<file path="config.mk">
export PLATFORM = sky130hd
export DESIGN_NAME = murmur2a_hash32_stream
export DESIGN_NICKNAME = d
export VERILOG_FILES = /design/src/sv/mh2a_pkg.sv /design/src/sv/mh2a_dp.sv /design/src/sv/mh2a_ctrl.sv /design/src/sv/murmur2a_hash32_stream.sv
export VERILOG_INCLUDE_DIRS = /design/src /design/src/sv
export SDC_FILE = /design/constraint.sdc
export NUM_CORES = 1
export LEC_CHECK = 0
export BUFFER_PORTS_ARGS = -buffer_cell sky130_fd_sc_hd__buf_2
export CORE_MARGIN = 4
export CORE_UTILIZATION = 30
export DETAILED_ROUTE_END_ITERATION = 8
export HOLD_SLACK_MARGIN = 0.08
export PLACE_DENSITY_LB_ADDON = 0.25
export SYNTH_ARGS = -nofsm -noshare
export SYNTH_HDL_FRONTEND = slang
export SYNTH_SLANG_ARGS = --single-unit
</file>
<file path="constraint.sdc">
create_clock -name i_clk -period 9.1 [get_ports i_clk]
set_input_delay 0.455 -clock i_clk [delete_from_list [all_inputs] [get_ports i_clk]]
set_output_delay 0.455 -clock i_clk [all_outputs]
set_load 0.02 [all_outputs]
</file>
<file path="src/sv/assert_macros.svh">
// Assertion macros for the RTL file that carries checks.
`ifndef ASSERT_MACROS_SVH
`define ASSERT_MACROS_SVH

// Same-cycle implication, disabled during reset.
`define ASSERT_IMPL(label, clk, rst_n, ante, cons) \
    label: assert property (@(posedge clk) disable iff (!(rst_n)) (ante) |-> (cons)) \
        else $error("assertion failed: same-cycle implication");

// Next-cycle implication, disabled during reset.
`define ASSERT_NEXT(label, clk, rst_n, ante, cons) \
    label: assert property (@(posedge clk) disable iff (!(rst_n)) (ante) |=> (cons)) \
        else $error("assertion failed: next-cycle implication");

`endif

</file>
<file path="src/sv/mh2a_pkg.sv">
// Types and constants of the MurmurHash2A stream hasher.
package mh2a_pkg;

    localparam logic [31:0] HASH_MUL      = 32'h5bd1e995;
    localparam int          MIX_SHIFT     = 24;
    localparam int          FINAL_SHIFT_A = 13;
    localparam int          FINAL_SHIFT_B = 15;
    localparam logic [2:0]  MAX_BYTES     = 3'd4;

    typedef enum logic [3:0] {
        OP_NONE,
        OP_LOAD,
        OP_K1_WORD,
        OP_K1_TAIL,
        OP_K1_TOTAL,
        OP_K2,
        OP_HMIX,
        OP_AVAL,
        OP_EMIT
    } t_dp_op_e;

    typedef enum logic [3:0] {
        ST_IDLE,
        ST_K1,
        ST_K2,
        ST_HMIX,
        ST_AVAL,
        ST_EMIT
    } t_state_e;

    typedef enum logic [1:0] {
        PH_WORD,
        PH_TAIL,
        PH_TOTAL
    } t_phase_e;

    typedef struct packed {
        t_dp_op_e op;
    } t_dp_cmd;

    typedef struct packed {
        logic word_full;
        logic out_free;
    } t_dp_status;

endpackage

</file>
<file path="src/sv/mh2a_dp.sv">
// Datapath: byte gathering, shared multiplier, hash state and output register.
module mh2a_dp (
    input  logic               i_clk,
    input  logic               i_rst_n,
    input  mh2a_pkg::t_dp_cmd  i_cmd,
    input  logic [31:0]        i_data,
    input  logic [2:0]         i_count,
    output mh2a_pkg::t_dp_status o_status,
    output logic               o_out_valid,
    input  logic               i_out_ready,
    output logic [31:0]        o_out_hash
);
    import mh2a_pkg::*;

    logic [31:0] r_hash, r_word, r_total, r_k, r_out_hash;
    logic [23:0] r_tail;
    logic [1:0]  r_fill;
    logic        r_out_valid;

    logic [2:0]  count_sat;
    logic [31:0] data_masked;
    logic [55:0] combined;
    logic [2:0]  sum;
    logic [31:0] mul_a;
    logic [31:0] prod;

    always_comb begin
        count_sat = (i_count > MAX_BYTES) ? MAX_BYTES : i_count;
        for (int b = 0; b < 4; b++) begin
            data_masked[8*b +: 8] = (3'(b) < count_sat) ? i_data[8*b +: 8] : 8'h00;
        end
        combined = {32'h0, r_tail} | ({24'h0, data_masked} << {r_fill, 3'b000});
        sum      = {1'b0, r_fill} + count_sat;
    end

    // Operand select for the one multiplier.
    always_comb begin
        unique case (i_cmd.op)
            OP_K1_WORD:  mul_a = r_word;
            OP_K1_TAIL:  mul_a = {8'h00, r_tail};
            OP_K1_TOTAL: mul_a = r_total;
            OP_K2:       mul_a = r_k ^ (r_k >> MIX_SHIFT);
            OP_HMIX:     mul_a = r_hash;
            OP_AVAL:     mul_a = r_hash ^ (r_hash >> FINAL_SHIFT_A);
            default:     mul_a = r_hash;
        endcase
        prod = mul_a * HASH_MUL;
    end

    always_ff @(posedge i_clk) begin
        if (!i_rst_n) begin
            r_hash  <= '0;
            r_tail  <= '0;
            r_fill  <= '0;
            r_total <= '0;
        end else begin
            unique case (i_cmd.op)
                OP_LOAD: begin
                    r_total <= r_total + 32'(count_sat);
                    r_fill  <= sum[1:0];
                    if (sum[2]) begin
                        r_tail <= combined[55:32];
                    end else begin
                        r_tail <= combined[23:0];
                    end
                end
                OP_HMIX: r_hash <= prod ^ r_k;
                OP_AVAL: r_hash <= prod;
                OP_EMIT: begin
                    r_hash  <= '0;
                    r_tail  <= '0;
                    r_fill  <= '0;
                    r_total <= '0;
                end
                default: ;
            endcase
        end
    end

    always_ff @(posedge i_clk) begin
        if (i_cmd.op == OP_LOAD) begin
            r_word <= combined[31:0];
        end
        if (i_cmd.op == OP_K1_WORD || i_cmd.op == OP_K1_TAIL ||
            i_cmd.op == OP_K1_TOTAL || i_cmd.op == OP_K2) begin
            r_k <= prod;
        end
        if (i_cmd.op == OP_EMIT) begin
            r_out_hash <= r_hash ^ (r_hash >> FINAL_SHIFT_B);
        end
    end

    always_ff @(posedge i_clk) begin
        if (!i_rst_n) begin
            r_out_valid <= 1'b0;
        end else if (i_cmd.op == OP_EMIT) begin
            r_out_valid <= 1'b1;
        end else if (i_out_ready) begin
            r_out_valid <= 1'b0;
        end
    end

    assign o_status.word_full = sum[2];
    assign o_status.out_free  = !r_out_valid || i_out_ready;
    assign o_out_valid        = r_out_valid;
    assign o_out_hash         = r_out_hash;

endmodule

</file>
<file path="src/sv/mh2a_ctrl.sv">
// Controller: sequences the word mixes, finalization and result hand-off.
module mh2a_ctrl (
    input  logic                 i_clk,
    input  logic                 i_rst_n,
    input  logic                 i_in_valid,
    input  logic                 i_in_last,
    output logic                 o_in_ready,
    input  mh2a_pkg::t_dp_status i_status,
    output mh2a_pkg::t_dp_cmd    o_cmd
);
    import mh2a_pkg::*;

    t_state_e r_state, n_state;
    t_phase_e r_phase, n_phase;
    logic     r_last,  n_last;

    always_ff @(posedge i_clk) begin
        if (!i_rst_n) begin
            r_state <= ST_IDLE;
            r_phase <= PH_WORD;
            r_last  <= 1'b0;
        end else begin
            r_state <= n_state;
            r_phase <= n_phase;
            r_last  <= n_last;
        end
    end

    always_comb begin
        n_state    = r_state;
        n_phase    = r_phase;
        n_last     = r_last;
        o_in_ready = 1'b0;
        o_cmd.op   = OP_NONE;
        unique case (r_state)
            ST_IDLE: begin
                o_in_ready = 1'b1;
                if (i_in_valid) begin
                    o_cmd.op = OP_LOAD;
                    n_last   = i_in_last;
                    if (i_status.word_full) begin
                        n_phase = PH_WORD;
                        n_state = ST_K1;
                    end else if (i_in_last) begin
                        n_phase = PH_TAIL;
                        n_state = ST_K1;
                    end
                end
            end
            ST_K1: begin
                unique case (r_phase)
                    PH_WORD:  o_cmd.op = OP_K1_WORD;
                    PH_TAIL:  o_cmd.op = OP_K1_TAIL;
                    PH_TOTAL: o_cmd.op = OP_K1_TOTAL;
                    default:  o_cmd.op = OP_NONE;
                endcase
                n_state = ST_K2;
            end
            ST_K2: begin
                o_cmd.op = OP_K2;
                n_state  = ST_HMIX;
            end
            ST_HMIX: begin
                o_cmd.op = OP_HMIX;
                unique case (r_phase)
                    PH_WORD: begin
                        if (r_last) begin
                            n_phase = PH_TAIL;
                            n_state = ST_K1;
                        end else begin
                            n_state = ST_IDLE;
                        end
                    end
                    PH_TAIL: begin
                        n_phase = PH_TOTAL;
                        n_state = ST_K1;
                    end
                    default: n_state = ST_AVAL;
                endcase
            end
            ST_AVAL: begin
                o_cmd.op = OP_AVAL;
                n_state  = ST_EMIT;
            end
            ST_EMIT: begin
                if (i_status.out_free) begin
                    o_cmd.op = OP_EMIT;
                    n_last   = 1'b0;
                    n_state  = ST_IDLE;
                end
            end
            default: n_state = ST_IDLE;
        endcase
    end

endmodule

</file>
<file path="src/sv/murmur2a_hash32_stream.sv">
// Top level of the streaming MurmurHash2A (32-bit, seed 0) hasher.
//
//  channel   direction  payload (low bit up)                     handshake
//  s_axis    in         tdata: data_bytes[31:0], byte_count[34:32] tvalid/tready
//                       tlast: last
//  m_axis    out        tdata: hash_value[31:0]                  tvalid/tready
//
// A request with no full word and no last is only gathered; one that completes a
// word is accepted and then makes three passes through the single 32x32
// multiplier. A last request adds two more mixes (tail word, byte count) and
// the avalanche, and finally writes the hash into the output register once
// that register is free.
// Reset clears the hash state and the output valid; no clearing pass is needed.
// The output register lets a new message stream in while a hash waits; the
// sequencer stalls only when a second hash is ready before the first is taken.
`include "assert_macros.svh"

module murmur2a_hash32_stream (
    input  logic        i_clk,
    input  logic        i_rst_n,
    input  logic        i_s_axis_tvalid,
    output logic        o_s_axis_tready,
    input  logic [39:0] i_s_axis_tdata,   // data_bytes[31:0], byte_count[34:32], zero pad
    input  logic        i_s_axis_tlast,
    output logic        o_m_axis_tvalid,
    input  logic        i_m_axis_tready,
    output logic [31:0] o_m_axis_tdata    // hash_value[31:0]
);
    import mh2a_pkg::*;

    t_dp_cmd    cmd;
    t_dp_status status;
    logic       in_accept;

    // Sequencer: at most one multiplier operation per state.
    mh2a_ctrl u_ctrl (
        .i_clk      (i_clk),
        .i_rst_n    (i_rst_n),
        .i_in_valid (i_s_axis_tvalid),
        .i_in_last  (i_s_axis_tlast),
        .o_in_ready (o_s_axis_tready),
        .i_status   (status),
        .o_cmd      (cmd)
    );

    // Gather bytes, hold the running hash, drive the result register.
    mh2a_dp u_dp (
        .i_clk       (i_clk),
        .i_rst_n     (i_rst_n),
        .i_cmd       (cmd),
        .i_data      (i_s_axis_tdata[31:0]),
        .i_count     (i_s_axis_tdata[34:32]),
        .o_status    (status),
        .o_out_valid (o_m_axis_tvalid),
        .i_out_ready (i_m_axis_tready),
        .o_out_hash  (o_m_axis_tdata)
    );

    assign in_accept = i_s_axis_tvalid && o_s_axis_tready;

    // An accepted request is always latched by the datapath.
    `ASSERT_IMPL(a_accept_loads, i_clk, i_rst_n, in_accept, cmd.op == OP_LOAD)
    // A result is written only when the output register is free.
    `ASSERT_IMPL(a_emit_free, i_clk, i_rst_n, cmd.op == OP_EMIT, status.out_free)
    // A last request always starts finalization, so the input stalls next cycle.
    `ASSERT_NEXT(a_last_busy, i_clk, i_rst_n, in_accept && i_s_axis_tlast, !o_s_axis_tready)

endmodule

</file>
==> impl_results.md <==
- Post-synth EDFFs: 96
- Pin count of the biggest net entering global routing: 59
- Min-delay src: i_s_axis_tlast
- CTS tree: done
- CP peak stage delay: 0.58 ns
- Synth cell types: 77
- First-pass GRT wire length: 89.3 mm
- Vias: 14500
- Drt first pass iters: 6
- Outcome: finished clean
- Hold Violations, Final: 0
- Post-synthesis async set-or-reset flop share: 0
- Drt wl/cell: 20.6 microns
- Synth Flop Type: dfxtp_1
- CP required: 9.45 ns
- DP Cell Count: 2851
- Worst setup EP type: flip-flop
- Multi-input gate area: 12100 sq um
- Tcrit/Tclk final: 0.944
- Fin cells: 2883
- Via count of the first global-routing pass: 14700
- Die Area: 66100 sq um
- Post-DRT Antenna Nets: 0
- Setup TNS: 0 ns
- Worst min-delay path class: in2reg
- Worst Setup Path Type: reg2reg
- Maximum achievable frequency: 116 MHz
- Hold buffers post-CTS: 0
- Worst r2r src: u_ctrl.r_phase[0]
- Routed WL: 59.3 mm
- Grt ovf: 0
- Reg2reg path depth: 30
- IO Port Bufs: 73
- GPL Wtd Cong: 0.915
- DRT iter0 DRCs: 982
- Tmin final: 8.59 ns
- Most common cell after layout, fill and taps aside: inv_1
- Most Frequent Cell on Critical Path: fa_1
- FP Rows: 91
- Clk root buf: clkbuf_16
- Most frequent cells in the layout: inv_1, ha_1, fa_1
- Reg-to-reg endpoint: u_dp.r_hash[28]
- Post-synth top area cell: fa_1
- Yosys warnings: 0
- R2R setup slack: 0.51 ns
- Clock Sinks: 193
- Cell area after synthesis: 18600 sq um
- Antenna Diode Count: 0
- Postcts setup bufs: 0
- Worst setup path endpoint: u_dp.r_hash[28]
- Layout fillers: 6314
- NumNets Final: 2480
- Crit Path Max Fanout: 10
- RSZ-0062 raised after global routing: false
- DRC: 0
- Worst-Skew Late Latency: 0.46 ns
- Ports: 79
- GRT Total Usage: 0.177
- Mean area per synthesized cell: 9.54 sq um
- Placeable Area: 61600 sq um
- Worst slew pin tran: 1.11 ns
- CTS Buffer Depth: 2
- Fin. max-slew vios: 0
- Htree depth: 4
- Layout overhead on the synthesized area: 11.9%
- Initial Utilization: 0.302
- Synth top area cells: fa_1, edfxtp_1, ha_1, dfxtp_1, inv_1
- CP startpoint: u_ctrl.r_phase[0]
- Arrival time at the worst endpoint: 8.94 ns
- Die Span Y: 257 microns
- Width of the die: 257 microns
- Critical path startpoint category: flip-flop
- Slew margin rel.: 0.252
- Post-synth top area share: 0.197
- Cell count after synthesis: 1950
- Register bit count reported by yosys: 193
- Clock-pin slew on the worst setup and hold paths: 0.08 ns
- Initial antenna violation count: 0
- CTS resizes: 0
- Sequential element share of the synthesized area: 0.259
- Max cap viols: 0
- Layout cells sized above 1: 0.0899
- Setup Viol. Count Final: 0
- Critical path's slowest cell: nor4b_4
- Storage cell area: 4820 sq um
- Via/cell ratio: 5.05
- Post-DP HPWL: 47.7 mm
- Syn nets: 2397
- Final Skew: 0.0191 ns
- Number of buffers created by CTS: 17
how the worst min path moves through the flow:
stage	endpoint	slack, ns	depth (start not counted)
6_report	u_ctrl.r_last	0.30	3
5_1_grt	u_ctrl.r_last	0.29	3
4_1_cts	u_ctrl.r_last	0.29	3
3_5_place_dp	u_ctrl.r_last	0.45	2
3_3_place_gp	u_ctrl.r_last	0.46	2
2_1_floorplan	u_ctrl.r_last	0.43	2
kinds of logic (layout without fill, tap and decap cells):
logic type / Yosys count / in the layout / synth area share
buffers and inverters: 443 / 539 / 0.0901
and+or+nand+nor: 408 / 408 / 0.102
adders and majority gates: 402 / 402 / 0.344
AOI/OAI and AO/OA: 368 / 368 / 0.136
DFF: 193 / 193 / 0.259
xor gates and xnor gates: 110 / 110 / 0.0545
muxes: 26 / 26 / 0.0140
synthesized netlist by cell type, types with 52 or more instances:
cell type,instances
o21ai_0,71
a21oi_1,64
inv_1,372
dfxtp_1,97
edfxtp_1,96
a22oi_1,55
fa_1,183
xor2_1,54
nand2_1,118
xnor2_1,52
ha_1,219
nor2_1,137
per-stage QoR:
step / worst slack (ns) / util / instance area, sq um / hold slack, ns
global placement: 0.580 / 0.328 / 20200 / 0.458
detailed placement: 0.552 / 0.328 / 20200 / 0.454
floorplan: 0.441 / - / 18600 / 0.432
finish: 0.513 / 0.338 / 20800 / 0.299
CTS: 0.516 / 0.338 / 20800 / 0.290
global route: 0.0142 / 0.338 / 20800 / 0.293
registers in the layout, summed over array words and instances (netlist names):
name,cells
u_ctrl.r_phase,2
u_dp.r_tail,24
u_dp.r_total,32
u_dp.o_out_valid,1
u_dp.r_hash,32
u_ctrl.r_state,3
u_dp.o_out_hash,32
u_dp.r_word,32
u_dp.r_k,32
u_dp.r_fill,2
u_ctrl.r_last,1
layer usage:
metal / wire length (microns) / track usage
met1: 26200 / 0.240
met2: 26900 / 0.282
met3: 4090 / 0.0369
met4: 2020 / 0.0633
met5: 0 / 0
final cells by class:
cell class              count  area share
clock buffers              18      0.0211
flip-flops and latches    193       0.232
well taps                 837      0.0503
inverters                 376      0.0678
clock inverters            14     0.00805
repair buffers            131      0.0385
multi-input cells        1314       0.583
worst max-delay path, delay by kind of cell (launching register included):
kind            cells  cell delay (ns)
simple gates        5             1.16
buf+inv             6             0.90
fa+ha+maj           9             4.06
flops               1             0.40
compound gates     10             1.96
Power is left out: the tool's default activity adds up to more than one toggle a clock period on the data nets, which glitch-free logic cannot reach.
